<file path="config.mk">
export PLATFORM = sky130hd
export DESIGN_NAME = ttg_fifo
export DESIGN_NICKNAME = d
export VERILOG_FILES = /design/src/design/ttg_pkg.sv /design/src/design/ttg_fifo.sv
export SDC_FILE = /design/constraint.sdc
export NUM_CORES = 1
export LEC_CHECK = 0
export BUFFER_PORTS_ARGS = -buffer_cell sky130_fd_sc_hd__buf_4
export CORE_AREA = 3 3 286 288
export CTS_CLUSTER_SIZE = 40
export DETAILED_ROUTE_END_ITERATION = 16
export DIE_AREA = 0 0 289 291
export GPL_ROUTABILITY_DRIVEN = 0
export PLACE_DENSITY = 0.64
export REMOVE_ABC_BUFFERS = 1
export SKIP_LAST_GASP = 1
export SYNTH_ARGS = -nofsm -noshare
export SYNTH_HDL_FRONTEND = slang
export SYNTH_SLANG_ARGS = --single-unit
</file>
<file path="constraint.sdc">
create_clock -name clk_i -period 21.4 [get_ports clk_i]
set_clock_uncertainty 0.1 [all_clocks]
set_input_delay 3.21 -clock clk_i [delete_from_list [all_inputs] [get_ports clk_i]]
set_output_delay 3.21 -clock clk_i [all_outputs]
set_load 0.02 [all_outputs]
</file>
<file path="src/design/ttg_pkg.sv">
`default_nettype none
package ttg_pkg;

  localparam int EdgeW    = 33;
  localparam int DeltaW   = 17;
  localparam int ProdW    = 50;
  localparam int DetW     = 35;
  localparam int NumW     = 51;
  localparam int MagW     = 50;
  localparam int QuoW     = 32;
  localparam int FracBits = 14;
  localparam int PreShift = QuoW - FracBits;
  localparam int FifoDepth = 2;
  localparam int FifoAw    = $clog2(FifoDepth);
  localparam int DivCntW   = $clog2(QuoW);

  localparam logic [1:0] LastCorner = 2'd2;
  localparam logic [1:0] LastComp   = 2'd2;

  typedef struct packed {
    logic [31:0]        vertex_id;
    logic signed [31:0] pos_x;
    logic signed [31:0] pos_y;
    logic signed [31:0] pos_z;
    logic signed [15:0] tex_u;
    logic signed [15:0] tex_v;
  } in_word_t;

  typedef struct packed {
    logic [31:0]        out_vertex_id;
    logic signed [31:0] tangent_x;
    logic signed [31:0] tangent_y;
    logic signed [31:0] tangent_z;
    logic               degenerate;
    logic               last;
  } out_word_t;

  typedef struct packed {
    logic [2:0][31:0]       vid;
    logic [2:0][EdgeW-1:0]  e1;
    logic [2:0][EdgeW-1:0]  e2;
    logic [DeltaW-1:0]      d1u;
    logic [DeltaW-1:0]      d1v;
    logic [DeltaW-1:0]      d2u;
    logic [DeltaW-1:0]      d2v;
  } job_t;

  typedef struct packed {
    logic            start;
    logic [MagW-1:0] num;
    logic [DetW-1:0] den;
  } div_req_t;

  typedef struct packed {
    logic            done;
    logic            ovf;
    logic [QuoW-1:0] quo;
  } div_rsp_t;

  typedef enum logic [2:0] {
    BkIdle,
    BkDetMul,
    BkDetSub,
    BkNumMul,
    BkNumSub,
    BkDiv,
    BkEmit
  } back_state_e;

endpackage
`default_nettype wire

</file>
<file path="src/design/ttg_fifo.sv">
`default_nettype none
module ttg_fifo (
  input  wire logic           clk_i,
  input  wire logic           rst_ni,
  input  wire logic           push_i,
  input  wire ttg_pkg::job_t  data_i,
  output logic                full_o,
  input  wire logic           pop_i,
  output logic                empty_o,
  output ttg_pkg::job_t       data_o
);
  import ttg_pkg::*;

  job_t               mem_q [FifoDepth];
  logic [FifoAw-1:0]  wr_q, rd_q;
  logic [FifoAw:0]    cnt_q;

  assign full_o  = (cnt_q == FifoAw'(0) + (FifoAw+1)'(FifoDepth));
  assign empty_o = (cnt_q == '0);
  assign data_o  = mem_q[rd_q];

  always_ff @(posedge clk_i or negedge rst_ni) begin
    if (!rst_ni) begin
      wr_q  <= '0;
      rd_q  <= '0;
      cnt_q <= '0;
    end else begin
      if (push_i) wr_q <= wr_q + FifoAw'(1);
      if (pop_i)  rd_q <= rd_q + FifoAw'(1);
      unique case ({push_i, pop_i})
        2'b10:   cnt_q <= cnt_q + (FifoAw+1)'(1);
        2'b01:   cnt_q <= cnt_q - (FifoAw+1)'(1);
        default: cnt_q <= cnt_q;
      endcase
    end
  end

  always_ff @(posedge clk_i) begin
    if (push_i) mem_q[wr_q] <= data_i;
  end

endmodule
`default_nettype wire

</file>
==> results.yml, run 1 <==
run_status:
  outcome: "complete, no violations"
global_route:
  grt_max_degree: 156
  grt_pass1_vias: 14610
  antenna_found_initial: 7
  grtUsageTotal_pct: 14.50
  grt_pass1_wl_mm: 91.69
  gr-total-overflow: 0
critical_path:
  path_class: "flip-flop to primary output"
  worst-endpoint-arrival_ns: 4.64
  cp_num_buf_inv: 4
  path_max_fanout: 64
  critPathLaunchType: "flip-flop"
  max_stage_delay_ns: 0.86
  cp_top_family: "buffers and inverters"
  cp_data_required_time_ns: 18.09
  worst_setup_path_end_kind: "primary output"
  crit_chain: "buf_4 > buf_4 > buf_4 > mux2_2 > buf_4"
  cp_slowest_cell: "dfrtp_4"
  cpMostUsedCell: "buf_4"
cts:
  clockRootBuffer: "clkbuf_16"
  cts-buffers-inserted: 76
  cts.sinks: 728
  cts_tree: "built"
  cts_resized: 0
  cts_setup_buffers: 0
  clockBufferDepth: 3
  clock_latency_ns: 0.59
  clk_pin_slew_ns: 0.05
  cts_hold_buffers: 0
  h-tree-depth: 3
floorplanning:
  chipWidth_um: 289
  core-area_um2: 79130
  initial_core_util_pct: 33.51
  die_area_um2: 84100
  design.portCount: 730
  num_rows: 103
  die_h_um: 291
route:
  avgViaCountPerCell: 4.478
  final_antenna_net_count: 0
  drt_iter0_markers: 821
  wl_mm: 63.78
  dr.pass1.iters: 4
  drc_errors: 0
  wl_per_cell_um: 21.01
  num_vias: 13600
logic_synthesis:
  synth-seq-cells: 728
  synthDominantCellAreaShare_pct: 82.00
  synth_cell_type_count: 13
  ys_top_cells_by_area: "edfxtp_1 82%, mux2_2 12%, mux2_4 4.0%"
  netlist_area_um2: 26510
  synth_top_area_cell: "edfxtp_1"
  yosys_warnings: 0
  synthCells: 1142
  synth.avg_cell_area_um2: 23.22
  yosysSeqAreaShare_pct: 82.37
power_and_ir_drop:
  p_leak_nw: 13.33
  total_power_mw: 4.935
  power.density_nw_per_um2: 138.7
  power.internal_mw: 3.385
  p_sw_mw: 1.550
  pwr-share-clk_pct: 25.5
  seqPwrFrac_pct: 40.0
  ir_worst_vdd_v: 0.00009038
  sw_frac_of_total_pct: 31.41
  comb_power_share_pct: 34.5
final_layout:
  stdcell_area_um2: 35580
  nNetsFinal: 2288
  syn_to_final_growth_pct: 34.18
  final_common_cell: "buf_4"
  drive_gt1_share_pct: 60.94
  mostFrequentLayoutCells: "739 x buf_4, 724 x edfxtp_1, 292 x mux2_2, 78 x clkbuf_16, 70 x mux2_4"
sta:
  hold_viol_final: 0
  fmax_mhz: 125.9
  report.final.slew_viol_count: 0
  fin_setup_tns_ns: 0
  max_slew.worst_pin.slew_ns: 1.194
  period_share_pct: 37.13
  max_slew_margin_pct: 20.43
  setup_viol: 0
  rsz0062_at_grt: "no"
  period_needed_ns: 7.945
place:
  place_area_um2: 33180
  io_buffers: 729
  dp_hpwl_mm: 44.99
hold_path:
  min_path_type: "flip-flop to flip-flop"
flow_run:
  maxCapViolCount: 0
==> logic make-up (layout without fill, tap and decap cells) <==
kind of cell / after synthesis / count (layout) / share of synthesized area [%]
muxes: 362 / 362 / 16.37
and+or+nand+nor: 5 / 5 / 0.08969
other: 0 / 7 / 0
buffers and inverters: 41 / 878 / 0.9579
DFF: 728 / 728 / 82.37
xor gates and xnor gates: 5 / 5 / 0.1652
adders and majority gates: 1 / 1 / 0.04718
==> state kept, by name, summed over array words and instances, names as in the netlist <==
name	count
rd_q	1
cnt_q	2
mem_q	724
wr_q	1
==> cells in the mapped netlist <==
cell      instances
ha_1              1
buf_6             8
edfxtp_1        724
nor2_1            3
xor2_1            3
xnor2_1           2
and2_1            1
dfrtp_1           4
buf_2            32
nor2b_1           1
mux2_2          292
mux2_4           70
inv_1             1
==> worst register-to-register path, stage by stage, from the launching register on <==
cell and delay [ns]:
dfrtp_1 0.43, nor2_4 0.60, buf_4 0.62, buf_4 0.85, buf_4 0.95
==> per-stage QoR <==
stage	instances	setup slack (ns)	hold slack, ns	util [%]
final	3036	13.45	0.3889	44.96
after global routing	3036	13.16	0.4268	44.96
after CTS	3029	13.36	0.3886	44.94
after detailed placement	2893	14.05	0.3779	41.93
after global placement	2893	14.10	0.3722	41.93
after floorplan	1102	1.781	0.3555	-
==> metal layers <==
metal,track usage [%],share of wire (%),up-vias
met2,26.04,53,528
li1,-,-,6151
met1,15.09,34,6800
met3,5.192,8.9,117
met5,0,0,-
met4,6.430,3.6,0
==> cell type report <==
class	count	area (um2)
fillers	6830	43550
flip-flops and latches	728	21840
repair buffers	741	5588
multi-input cells	373	4429
clock buffers	97	2033
well taps	1050	1314
clock inverters	39	345.3
diodes	7	17.52
inverters	1	3.754
==> power by group through the flow <==
stage               combinational, mW  sequential (mW)  clock [mW]
floorplan                        1.12             2.21           0
global placement                 1.72             1.99           0
detailed placement               1.73             2.01           0
CTS                              1.73             1.98        1.29
global route                     1.80             2.00        1.35
finish                           1.70             1.97        1.26
==> worst paths after layout <==
check	from	to	slack, ns	cells past startpoint
hold reg to reg	cnt_q[1]	cnt_q[1]	0.39	1
setup reg to reg	wr_q	mem_q[0][259]	17.35	4
setup / recovery	rd_q	data_o[196]	13.45	5
hold / removal	cnt_q[1]	cnt_q[1]	0.39	1
max in group asynchronous	rst_ni	rd_q	18.76	1
min in group asynchronous	rst_ni	wr_q	2.31	1
No activity file was read; power rests on OpenSTA's default activity.
==> run 2: changes to the inputs <==
PLACE_DENSITY = 0.66   (was 0.64)
clock period = 6.5 ns   (was 21.4 ns; I/O delays follow)
==> run 2 against run 1 <==
Net effect:
- largest cell class unchanged
- clock-buffer cell count is 5 lower
- register-to-register slack lost 13 ns
- first-iteration DRC count decreased by 11%
==> results.yml, run 2 (synthesis gave the netlist of run 1 again) <==
flow_run:
  maxCapViolCount: 0
sta:
  fmax_mhz: 245.3
  period_needed_ns: 4.077
  max_slew.worst_pin.slew_ns: 1.332
  layout_setup_ws_ns: 2.423
  rsz0062_at_grt: "no"
  hold_viol_final: 0
  period_share_pct: 62.72
  report.final.slew_viol_count: 0
  setup_viol: 0
  max_slew_margin_pct: 11.21
critical_path:
  cp_num_buf_inv: 2
  path_max_fanout: 127
  critPathLaunchType: "flip-flop"
  cp_top_family: "flip-flops"
  reg2reg_depth: 2
  path_class: "flip-flop to primary output"
  crit_start: "rd_q"
  crit_chain: "buf_12 > mux2_2 > buf_4"
  worst_setup_path_end_kind: "primary output"
  cp_data_required_time_ns: 5.42
  r2r_start: "wr_q"
  max_stage_delay_ns: 0.93
  crit_cells: 3
  cp_slowest_cell: "dfrtp_4"
  r2r_end: "mem_q[1][104]"
  worst-endpoint-arrival_ns: 3.00
  crit_end: "data_o[104]"
  reg2reg_slack_ns: 3.94
final_layout:
  top_regs: "mem_q (724), cnt_q (2)"
  regMostFlops: "mem_q"
  syn_to_final_growth_pct: 34.65
  largest_reg_flops: 724
  nNetsFinal: 2288
  fillers: 6792
  mostFrequentLayoutCells: "732 x buf_4, 724 x edfxtp_1, 292 x mux2_2, 79 x clkbuf_16, 70 x mux2_4"
  final_common_cell: "buf_4"
  fin_util_pct: 45.12
  drive_gt1_share_pct: 61.48
power_and_ir_drop:
  power.density_nw_per_um2: 456.4
  total_power_mw: 16.29
  ir_worst_vdd_v: 0.0003976
  p_leak_nw: 13.37
cts:
  cts-buffers-inserted: 78
  cts_tree: "built"
  cts.sinks: 728
  clockBufferDepth: 3
  cts_resized: 0
  cts_hold_buffers: 1
  clockRootBuffer: "clkbuf_16"
  clock_latency_ns: 0.61
  clk_pin_slew_ns: 0.06
  h-tree-depth: 3
  cts_setup_buffers: 0
route:
  drt_iter0_markers: 727
  dr.pass1.iters: 6
  drc_errors: 0
  wl_met2_mm: 33.30
  wl_mm: 62.17
  top_layer_used: "met4"
  final_antenna_net_count: 0
  drt-met1-wl_mm: 21.10
  dr_wl_met3_mm: 5.216
  num_vias: 13540
  avgViaCountPerCell: 4.462
  wl_per_cell_um: 20.49
floorplanning:
  core-area_um2: 79130
  chipWidth_um: 289
  initial_core_util_pct: 33.51
  design.portCount: 730
  die_area_um2: 84100
  num_rows: 103
  die_h_um: 291
run_status:
  outcome: "complete, no violations"
global_route:
  grtUsageTotal_pct: 14.10
  gr-total-overflow: 0
  grt_pass1_wl_mm: 89.48
  antenna_found_initial: 6
  grt_pass1_vias: 14870
  grt_max_degree: 176
place:
  io_buffers: 729
  dp_hpwl_mm: 42.82
  dpl_worst_slack_ns: 3.118
hold_path:
  min_path_type: "flip-flop to flip-flop"
run 2: cell count changes in the layout (fill, tap and decap cells not counted), moves of 2 or more:
cell / delta
inv_8: +2
clkinv_4: +3
buf_12: +4
clkinv_2: +4
clkinv_1: -7
clkbuf_1: -5
clkinvlp_4: +4
clkinv_16: +3
bufinv_16: -2
buf_4: -7
run 2: power breakdown:
part           internal [mW]  switching (mW)  total (mW)  leakage, nW
registers               6.24           0.259        6.50         6.84
logic                   2.50            3.09        5.60         5.34
clock network           2.39            1.81        4.19         1.19
total                   11.1            5.16        16.3         13.4
run 2: per-stage QoR:
step | setup TNS (ns) | area (um2) | std cells | hold WS [ns]
2_1_floorplan | -6754.86 | 26260 | 1102 | 0.3555
3_3_place_gp | 0 | 33210 | 2890 | 0.3736
3_5_place_dp | 0 | 33210 | 2890 | 0.4043
4_1_cts | 0 | 35690 | 3028 | 0.3698
5_1_grt | 0 | 35700 | 3033 | 0.3905
6_report | 0 | 35700 | 3034 | 0.4041
run 2: per-layer routing:
layer,vias to the layer above,GRT usage [%]
met2,530,25.79
met3,134,4.659
met1,6730,14.34
met4,0,6.639
li1,6143,-
met5,-,0
run 2: area by class of cell:
class / instances / area (um2) / share of cell area [%]
multi-input combinational: 373 / 4429 / 12.41
inverter: 1 / 3.754 / 0.01051
tap: 1050 / 1314 / 3.680
clock inverter: 45 / 442.9 / 1.241
clock buffer: 92 / 2026 / 5.674
timing repair buffer: 739 / 5625 / 15.76
antenna: 6 / 15.01 / 0.04206
sequential: 728 / 21840 / 61.19
run 2: worst min-delay path by stage:
stage | from | to | slack, ns | cells after the start
floorplan | wr_q | wr_q | 0.36 | 1
global placement | cnt_q[1] | cnt_q[1] | 0.37 | 1
CTS | data_i[344] | mem_q[1][344] | 0.37 | 1
detailed placement | cnt_q[1] | cnt_q[1] | 0.40 | 1
finish | cnt_q[1] | cnt_q[1] | 0.40 | 1
global route | data_i[255] | mem_q[1][255] | 0.39 | 1
