==> src/design/ttg_pkg.sv <==
`default_nettype none
package ttg_pkg;

  localparam int EdgeW    = 33;
  localparam int DeltaW   = 17;
  localparam int ProdW    = 50;
  localparam int DetW     = 35;
  localparam int NumW     = 51;
  localparam int MagW     = 50;
  localparam int QuoW     = 32;
  localparam int FracBits = 14;
  localparam int PreShift = QuoW - FracBits;
  localparam int FifoDepth = 2;
  localparam int FifoAw    = $clog2(FifoDepth);
  localparam int DivCntW   = $clog2(QuoW);

  localparam logic [1:0] LastCorner = 2'd2;
  localparam logic [1:0] LastComp   = 2'd2;

  typedef struct packed {
    logic [31:0]        vertex_id;
    logic signed [31:0] pos_x;
    logic signed [31:0] pos_y;
    logic signed [31:0] pos_z;
    logic signed [15:0] tex_u;
    logic signed [15:0] tex_v;
  } in_word_t;

  typedef struct packed {
    logic [31:0]        out_vertex_id;
    logic signed [31:0] tangent_x;
    logic signed [31:0] tangent_y;
    logic signed [31:0] tangent_z;
    logic               degenerate;
    logic               last;
  } out_word_t;

  typedef struct packed {
    logic [2:0][31:0]       vid;
    logic [2:0][EdgeW-1:0]  e1;
    logic [2:0][EdgeW-1:0]  e2;
    logic [DeltaW-1:0]      d1u;
    logic [DeltaW-1:0]      d1v;
    logic [DeltaW-1:0]      d2u;
    logic [DeltaW-1:0]      d2v;
  } job_t;

  typedef struct packed {
    logic            start;
    logic [MagW-1:0] num;
    logic [DetW-1:0] den;
  } div_req_t;

  typedef struct packed {
    logic            done;
    logic            ovf;
    logic [QuoW-1:0] quo;
  } div_rsp_t;

  typedef enum logic [2:0] {
    BkIdle,
    BkDetMul,
    BkDetSub,
    BkNumMul,
    BkNumSub,
    BkDiv,
    BkEmit
  } back_state_e;

endpackage
`default_nettype wire

==> src/design/ttg_front.sv <==
`default_nettype none
module ttg_front (
  input  wire logic              clk_i,
  input  wire logic              rst_ni,
  input  wire logic              in_valid_i,
  output logic                   in_stall_o,
  input  wire ttg_pkg::in_word_t in_word_i,
  input  wire logic              full_i,
  output logic                   push_o,
  output ttg_pkg::job_t          job_o
);
  import ttg_pkg::*;

  logic [1:0]       cnt_q, cnt_d;
  logic [2:0][31:0] c0_pos_q, c1_pos_q;
  logic [15:0]      c0_u_q, c0_v_q, c1_u_q, c1_v_q;
  logic [31:0]      c0_id_q, c1_id_q;
  logic [2:0][31:0] cur_pos;
  logic             acc;

  assign cur_pos    = {in_word_i.pos_z, in_word_i.pos_y, in_word_i.pos_x};
  assign in_stall_o = (cnt_q == LastCorner) && full_i;
  assign acc        = in_valid_i && !in_stall_o;
  assign push_o     = acc && (cnt_q == LastCorner);
  assign cnt_d      = (cnt_q == LastCorner) ? 2'd0 : cnt_q + 2'd1;

  always_ff @(posedge clk_i or negedge rst_ni) begin
    if (!rst_ni) begin
      cnt_q <= 2'd0;
    end else if (acc) begin
      cnt_q <= cnt_d;
    end
  end

  // corner storage, no reset needed
  always_ff @(posedge clk_i) begin
    if (acc && cnt_q == 2'd0) begin
      c0_pos_q <= cur_pos;
      c0_u_q   <= in_word_i.tex_u;
      c0_v_q   <= in_word_i.tex_v;
      c0_id_q  <= in_word_i.vertex_id;
    end
    if (acc && cnt_q == 2'd1) begin
      c1_pos_q <= cur_pos;
      c1_u_q   <= in_word_i.tex_u;
      c1_v_q   <= in_word_i.tex_v;
      c1_id_q  <= in_word_i.vertex_id;
    end
  end

  always_comb begin
    job_o.vid = {in_word_i.vertex_id, c1_id_q, c0_id_q};
    for (int j = 0; j < 3; j++) begin
      job_o.e1[j] = {c1_pos_q[j][31], c1_pos_q[j]} - {c0_pos_q[j][31], c0_pos_q[j]};
      job_o.e2[j] = {cur_pos[j][31], cur_pos[j]} - {c0_pos_q[j][31], c0_pos_q[j]};
    end
    job_o.d1u = {c1_u_q[15], c1_u_q} - {c0_u_q[15], c0_u_q};
    job_o.d1v = {c1_v_q[15], c1_v_q} - {c0_v_q[15], c0_v_q};
    job_o.d2u = {in_word_i.tex_u[15], in_word_i.tex_u} - {c0_u_q[15], c0_u_q};
    job_o.d2v = {in_word_i.tex_v[15], in_word_i.tex_v} - {c0_v_q[15], c0_v_q};
  end

endmodule
`default_nettype wire

==> config.mk <==
export PLATFORM = sky130hd
export DESIGN_NAME = ttg_front
export DESIGN_NICKNAME = d
export VERILOG_FILES = /design/src/design/ttg_pkg.sv /design/src/design/ttg_front.sv
export SDC_FILE = /design/constraint.sdc
export NUM_CORES = 1
export LEC_CHECK = 0
export BUFFER_PORTS_ARGS = -buffer_cell sky130_fd_sc_hd__buf_4
export CORE_MARGIN = 5
export CORE_UTILIZATION = 54
export CTS_BUF_LIST = sky130_fd_sc_hd__clkbuf_2
export DETAILED_ROUTE_END_ITERATION = 8
export PLACE_DENSITY = 0.83
export SKIP_CTS_REPAIR_TIMING = 1
export SYNTH_ARGS = -nofsm -noshare
export SYNTH_HDL_FRONTEND = slang
export SYNTH_SLANG_ARGS = --single-unit
==> constraint.sdc <==
create_clock -name clk_i -period 17.15 [get_ports clk_i]
set_clock_uncertainty 0.1 [all_clocks]
set_input_delay 2.5725 -clock clk_i [delete_from_list [all_inputs] [get_ports clk_i]]
set_output_delay 2.5725 -clock clk_i [all_outputs]
set_load 0.01 [all_outputs]
==> impl_metrics.env, run 1 <==
export IMPL_postLayoutCellArea_um2=27900
export IMPL_reg2reg_from="cnt_q[1]"
export IMPL_total_power_w=0.00408
export IMPL_grt_max_degree=70
export IMPL_power_leakage_nw=12.8
export IMPL_crit_type="input port to output pin"
export IMPL_die_w_um=215
export IMPL_post_route_period_util_pct=48.0
export IMPL_worstRegToRegCells=3
export IMPL_grt_pass1_wl_um=105000
export IMPL_h_tree_depth=3
export IMPL_ys_ff_latch=322
export IMPL_ioPinCount=528
export IMPL_cp_max_fo=3
export IMPL_arrival_ps=5560
export IMPL_totalWireLength_um=67500
export IMPL_dpl_cell_area_um2=27100
export IMPL_nets=3203
export IMPL_setup_viol=0
export IMPL_slew_headroom_pct=30.3
export IMPL_antenna_found_initial=6
export IMPL_ant_nets=0
export IMPL_grt_pass1_vias=19536
export IMPL_drive_above_1_share_pct=24.5
export IMPL_crit_end="job_o[94]"
export IMPL_syn_area_per_cell_um2=10.3
export IMPL_die_h_um=215
export IMPL_drc=0
export IMPL_wire_per_inst_um=19.9
export IMPL_synth_ff_type="edfxtp_1"
export IMPL_port_buffers=527
export IMPL_drv_cap=0
export IMPL_max_freq_ghz=0.121
export IMPL_via_per_inst=5.81
export IMPL_cts_sinks=322
export IMPL_first_iter_violations=1544
export IMPL_cts_tree="built"
export IMPL_r2r_slack_ps=14210
export IMPL_worstSetupStartpointType="input port"
export IMPL_synth_cell_types=76
export IMPL_dp_hpwl_um=53300
export IMPL_fp_row_count=75
export IMPL_dieArea_um2=46300
export IMPL_insertion_delay_ps=1020
export IMPL_r2r_end="c0_pos_q[54]"
export IMPL_dr_pass1_iters=6
export IMPL_start_util_pct=54.4
export IMPL_power_density_nw_per_um2=146
export IMPL_min_path_cells=1
export IMPL_grt_overflow=0
export IMPL_hp_class="flip-flop to flip-flop"
export IMPL_synth_edf_count=320
export IMPL_cts_inserted_buffers=88
export IMPL_vdd_drop_max_mv=0.150
export IMPL_ys_async_sr_fraction_pct=0.621
export IMPL_ys_seq_area_share_pct=42.5
export IMPL_critPathLaunch="in_word_i[96]"
export IMPL_root_buffer="clkbuf_2"
export IMPL_hold_viol=0
export IMPL_status="finished, final reports clean"
export IMPL_rsz0062_at_grt="false"
export IMPL_slew_viol_final=0
export IMPL_synth_cells=2219
export IMPL_routabilityCongestion=0.952
export IMPL_fin_setup_tns_ps=0
export IMPL_required_ps=14480
export IMPL_syn_num_nets=2649
export IMPL_cts_clk_slew_worst_paths_ps=100
export IMPL_grt_total_usage_pct=27.9
export IMPL_syn_cell_area_um2=22700
export IMPL_syn_to_final_growth_pct=22.6
export IMPL_worst_pin_slew_ps=1050
export IMPL_yosys_warnings=0
export IMPL_coreArea_um2=41900
export IMPL_min_period_ps=8230
export IMPL_clock_path_buffers=3
export IMPL_via_count=19641
export IMPL_worstSetupEndpointType="output pin"
-- sequential cells by signal, summed over array words and instances (netlist names) --
| name | flops |
|---|---|
| c1_u_q | 16 |
| cnt_q | 2 |
| c0_u_q | 16 |
| c0_id_q | 32 |
| c0_v_q | 16 |
| c0_pos_q | 96 |
| c1_v_q | 16 |
| c1_pos_q | 96 |
| c1_id_q | 32 |
-- cells by family after synthesis --
| group | Yosys count | synth area share, % |
|---|---|---|
| AOI/OAI and AO/OA | 649 | 18.7 |
| xor gates and xnor gates | 214 | 8.24 |
| adders and majority gates | 266 | 15.0 |
| buffers and inverters | 272 | 5.02 |
| DFF | 322 | 42.5 |
| muxes | 2 | 0.0880 |
| and+or+nand+nor | 494 | 10.5 |
-- worst min-delay path by stage --
stage | startpoint | slack [ps] | to
2_1_floorplan | cnt_q[1] | 400 | cnt_q[1]
3_3_place_gp | cnt_q[0] | 460 | cnt_q[0]
3_5_place_dp | cnt_q[0] | 490 | cnt_q[0]
4_1_cts | cnt_q[0] | 520 | cnt_q[0]
5_1_grt | cnt_q[0] | 540 | cnt_q[0]
6_report | cnt_q[0] | 520 | cnt_q[0]
-- cell usage in the layout, fill, tap and decap left out, drive strengths merged, types with 8 or more instances in the layout --
| master | netlist | layout |
|---|---|---|
| and2 | 10 | 10 |
| a31oi | 30 | 30 |
| buf | 33 | 533 |
| a41oi | 8 | 8 |
| inv | 203 | 206 |
| o21bai | 19 | 19 |
| a211oi | 20 | 20 |
| fa | 10 | 10 |
| o21a | 38 | 38 |
| nor2b | 42 | 42 |
| clkinv | 0 | 22 |
| o211ai | 17 | 17 |
| ha | 256 | 256 |
| clkbuf | 36 | 126 |
| o31a | 11 | 11 |
| nor2 | 126 | 126 |
| edfxtp | 320 | 320 |
| or3 | 10 | 10 |
| a21oi | 200 | 200 |
| nand2 | 131 | 131 |
| a21o | 115 | 115 |
| nand4 | 29 | 29 |
| nor3 | 21 | 21 |
| o21ai | 110 | 110 |
| xor2 | 70 | 70 |
| nand3 | 49 | 49 |
| and3 | 27 | 27 |
| nand2b | 24 | 24 |
| xnor2 | 144 | 144 |
-- worst max-delay path: stages --
cell	delay, ps
buf_4	90
inv_1	30
ha_1	210
fa_1	420
nand3b_1	230
a21o_1	230
a31oi_1	330
a311oi_2	200
o21ai_1	250
nand3_1	170
a31oi_1	390
a221oi_2	110
xnor2_1	170
buf_4	150
-- power by group --
| group | internal [W] | switching, W |
|---|---|---|
| Sequential | 0.00105 | 0.0000420 |
| Combinational | 0.00106 | 0.00137 |
| Clock | 0.000229 | 0.000335 |
-- synthesized netlist by cell type, types with 4 or more instances --
cell type    n  area [um2]
and3_1      27         169
a31o_2       5        43.8
nand2_1    131         492
nand2b_1    24         150
inv_1      203         762
a21oi_1    199         996
o21ai_1     29         145
fa_1        10         200
a311oi_1     5        43.8
nand3_1     49         245
or3_1       10        62.6
a31oi_1     28         175
o211ai_1    17         128
and4_1       5        43.8
nor3_1      21         105
nor2_1     126         473
buf_4       32         240
o21ai_0     81         405
and2_1      10        62.6
a221o_1      5        50.1
a221oi_1     6        52.6
o21a_1      38         285
or4_1        4        30.0
a41o_1       4        40.0
a211o_1      6        52.6
o2111ai_1    7        61.3
o21bai_1    19         143
edfxtp_1   320        9610
o31a_1      11        96.3
o31ai_1      5        37.5
a211oi_1    19         143
xor2_1      70         613
a21o_1     115         863
a21boi_0     5        37.5
clkbuf_1    36         135
a41oi_1      8        70.1
nor3b_1      5        37.5
xnor2_1    144        1260
nand4_1     29         181
nor2b_1     42         263
ha_1       256        3200
-- final cells by class --
class	count	area, um2
Clock inverter	28	180
Sequential cell	322	9660
Multi-Input combinational cell	1625	12000
Tap cell	539	674
Inverter	203	762
Fill cell	3255	14000
Timing Repair Buffer	533	4000
Antenna cell	6	15.0
Clock buffer	126	631
-- metal layers --
| metal | up-vias | track usage, % | routed length, um |
|---|---|---|---|
| met5 | - | 0 | 27 |
| met4 | 4 | 9.02 | 2030 |
| met3 | 139 | 7.84 | 5990 |
| met2 | 850 | 47.4 | 32200 |
| met1 | 9344 | 34.7 | 27200 |
| li1 | 9304 | - | - |
-- per-stage QoR --
step	hold WS (ps)	worst slack, ps	cells	util [%]
after global routing	538	8660	3381	66.6
after detailed placement	495	8970	3222	64.6
final	517	8920	3382	66.6
after floorplan	402	2730	2219	-
after CTS	517	8950	3376	66.6
after global placement	464	9030	3222	64.6
(Power assumes the default switching activity.)
==> run 2: changes to the inputs <==
--- a/config.mk
+++ b/config.mk
@@ -7,10 +7,10 @@
 export LEC_CHECK = 0
 export BUFFER_PORTS_ARGS = -buffer_cell sky130_fd_sc_hd__buf_4
 export CORE_MARGIN = 5
-export CORE_UTILIZATION = 54
+export CORE_UTILIZATION = 51
 export CTS_BUF_LIST = sky130_fd_sc_hd__clkbuf_2
 export DETAILED_ROUTE_END_ITERATION = 8
-export PLACE_DENSITY = 0.83
+export PLACE_DENSITY = 0.82
 export SKIP_CTS_REPAIR_TIMING = 1
 export SYNTH_ARGS = -nofsm -noshare
 export SYNTH_HDL_FRONTEND = slang
==> constraint.sdc (replaced) <==
create_clock -name clk_i -period 6.6 [get_ports clk_i]
set_clock_uncertainty 0.1 [all_clocks]
set_input_delay 0.99 -clock clk_i [delete_from_list [all_inputs] [get_ports clk_i]]
set_output_delay 0.99 -clock clk_i [all_outputs]
set_load 0.01 [all_outputs]
==> run 2 against run 1 <==
  * Total power increased to 2.6 times the previous value
  * Sequential power increased to 2.6 times the previous value
  * Setup slack got worse by 8400 ps
  * Register-to-register slack got worse by 10000 ps
==> impl_metrics.env, run 2 (same netlist as run 1, synthesis figures left out) <==
export IMPL_status="finished, final reports clean"
export IMPL_reg2reg_from="cnt_q[0]"
export IMPL_nets=3304
export IMPL_start_util_pct=51.6
export IMPL_final_common_cell="buf_4"
export IMPL_via_per_inst=5.67
export IMPL_fin_setup_tns_ps=0
export IMPL_max_stage_delay_ps=780
export IMPL_coreArea_um2=44100
export IMPL_drive_above_1_share_pct=23.3
export IMPL_hp_class="input port to flip-flop"
export IMPL_power_leakage_nw=13.2
export IMPL_setup_viol=0
export IMPL_fp_row_count=77
export IMPL_critPathLaunch="in_word_i[64]"
export IMPL_fin_cells=3534
export IMPL_cp_max_fo=3
export IMPL_min_delay_start="in_word_i[33]"
export IMPL_grt_pass1_wl_um=104000
export IMPL_clock_path_buffers=3
export IMPL_first_iter_violations=1399
export IMPL_crit_path_cell_trace="dlygate4sd3_1, buf_4, inv_1, ha_1, fa_1, nor2b_1, o211ai_1, o21a_1, a21oi_1, or3_1, a311oi_2, o41ai_1, a21oi_1, xnor2_1, buf_4"
export IMPL_routabilityCongestion=0.953
export IMPL_die_h_um=221
export IMPL_slew_viol_final=0
export IMPL_grt_pass1_vias=19433
export IMPL_h_tree_depth=3
export IMPL_cts_tree="built"
export IMPL_via_count=20047
export IMPL_wire_per_inst_um=19.6
export IMPL_cts_sinks=322
export IMPL_ioPinCount=528
export IMPL_max_freq_ghz=0.165
export IMPL_drv_cap=0
export IMPL_cts_clk_slew_worst_paths_ps=100
export IMPL_post_route_period_util_pct=91.8
export IMPL_grt_max_degree=70
export IMPL_dp_hpwl_um=53300
export IMPL_crit_type="input port to output pin"
export IMPL_ant_nets=0
export IMPL_worstSetupEndpointType="output pin"
export IMPL_dieArea_um2=48900
export IMPL_syn_to_final_growth_pct=27.3
export IMPL_slew_headroom_pct=35.3
export IMPL_root_buffer="clkbuf_2"
export IMPL_worst_pin_slew_ps=971
export IMPL_min_period_ps=6060
export IMPL_vdd_drop_max_mv=0.236
export IMPL_insertion_delay_ps=1050
export IMPL_antenna_found_initial=3
export IMPL_rsz0062_at_grt="false"
export IMPL_required_ps=5510
export IMPL_arrival_ps=4970
export IMPL_drc=0
export IMPL_cp_top_family="compound AO/OA/AOI/OAI gates"
export IMPL_port_buffers=527
export IMPL_final_cell_mix="534 x buf_4, 320 x edfxtp_1, 256 x ha_1, 203 x inv_1, 199 x a21oi_1"
export IMPL_reg_top3="c0_pos_q (96), c1_pos_q (96)"
export IMPL_cts_inserted_buffers=86
export IMPL_worstSetupStartpointType="input port"
export IMPL_hold_viol=0
export IMPL_grt_total_usage_pct=26.1
export IMPL_cpMaxStageDelayCell="o41ai_1"
export IMPL_dr_pass1_iters=6
export IMPL_path_buf_inv=4
export IMPL_dp_cells=3276
export IMPL_power_density_nw_per_um2=369
export IMPL_grt_overflow=0
export IMPL_totalWireLength_um=69300
export IMPL_die_w_um=221
## run 2: cell type report
class                      count  area, um2
fill                        3482      15200
multi-input combinational   1625      12000
sequential                   322       9660
timing repair buffer         636       5030
inverter                     203        762
tap                          592        741
clock buffer                 116        581
clock inverter                36        205
antenna                        4       10.0
## run 2: final timing paths
check                      slack (ps)            to  cells after the start
max reg2reg                      3780  c1_pos_q[81]                      4
min                                70  c0_pos_q[65]                      1
min reg2reg                       560      cnt_q[0]                      1
min in group asynchronous         140      cnt_q[1]                      2
max                               540    job_o[129]                     15
max in group asynchronous        6170      cnt_q[0]                      2
## run 2: power by group
part	switching [W]	internal, W
Combinational	0.00361	0.00279
Sequential	0.000113	0.00273
Clock	0.000890	0.000563
Total	0.00461	0.00608
## run 2: layer usage
layer | up-vias | track usage [%] | routed length [um]
met1 | 9459 | 31.7 | 27500
met5 | - | 0 | 0
met2 | 895 | 45.1 | 34000
met4 | 0 | 10.9 | 2700
met3 | 179 | 5.66 | 5060
li1 | 9514 | - | -
## run 2: stage by stage
stage / utilization (%) / hold WS, ps / instance area (um2) / setup WS (ps) / total power (W)
after floorplan: - / 470 / 22800 / 821 / 0.00651
after global placement: 61.5 / 500 / 27100 / 1540 / 0.00903
after detailed placement: 61.5 / 531 / 27100 / 1480 / 0.00915
after CTS: 63.3 / -531 / 27900 / 981 / 0.0106
after global routing: 65.6 / -5.17 / 29000 / 494 / 0.0114
final: 65.6 / 74.0 / 29000 / 541 / 0.0107
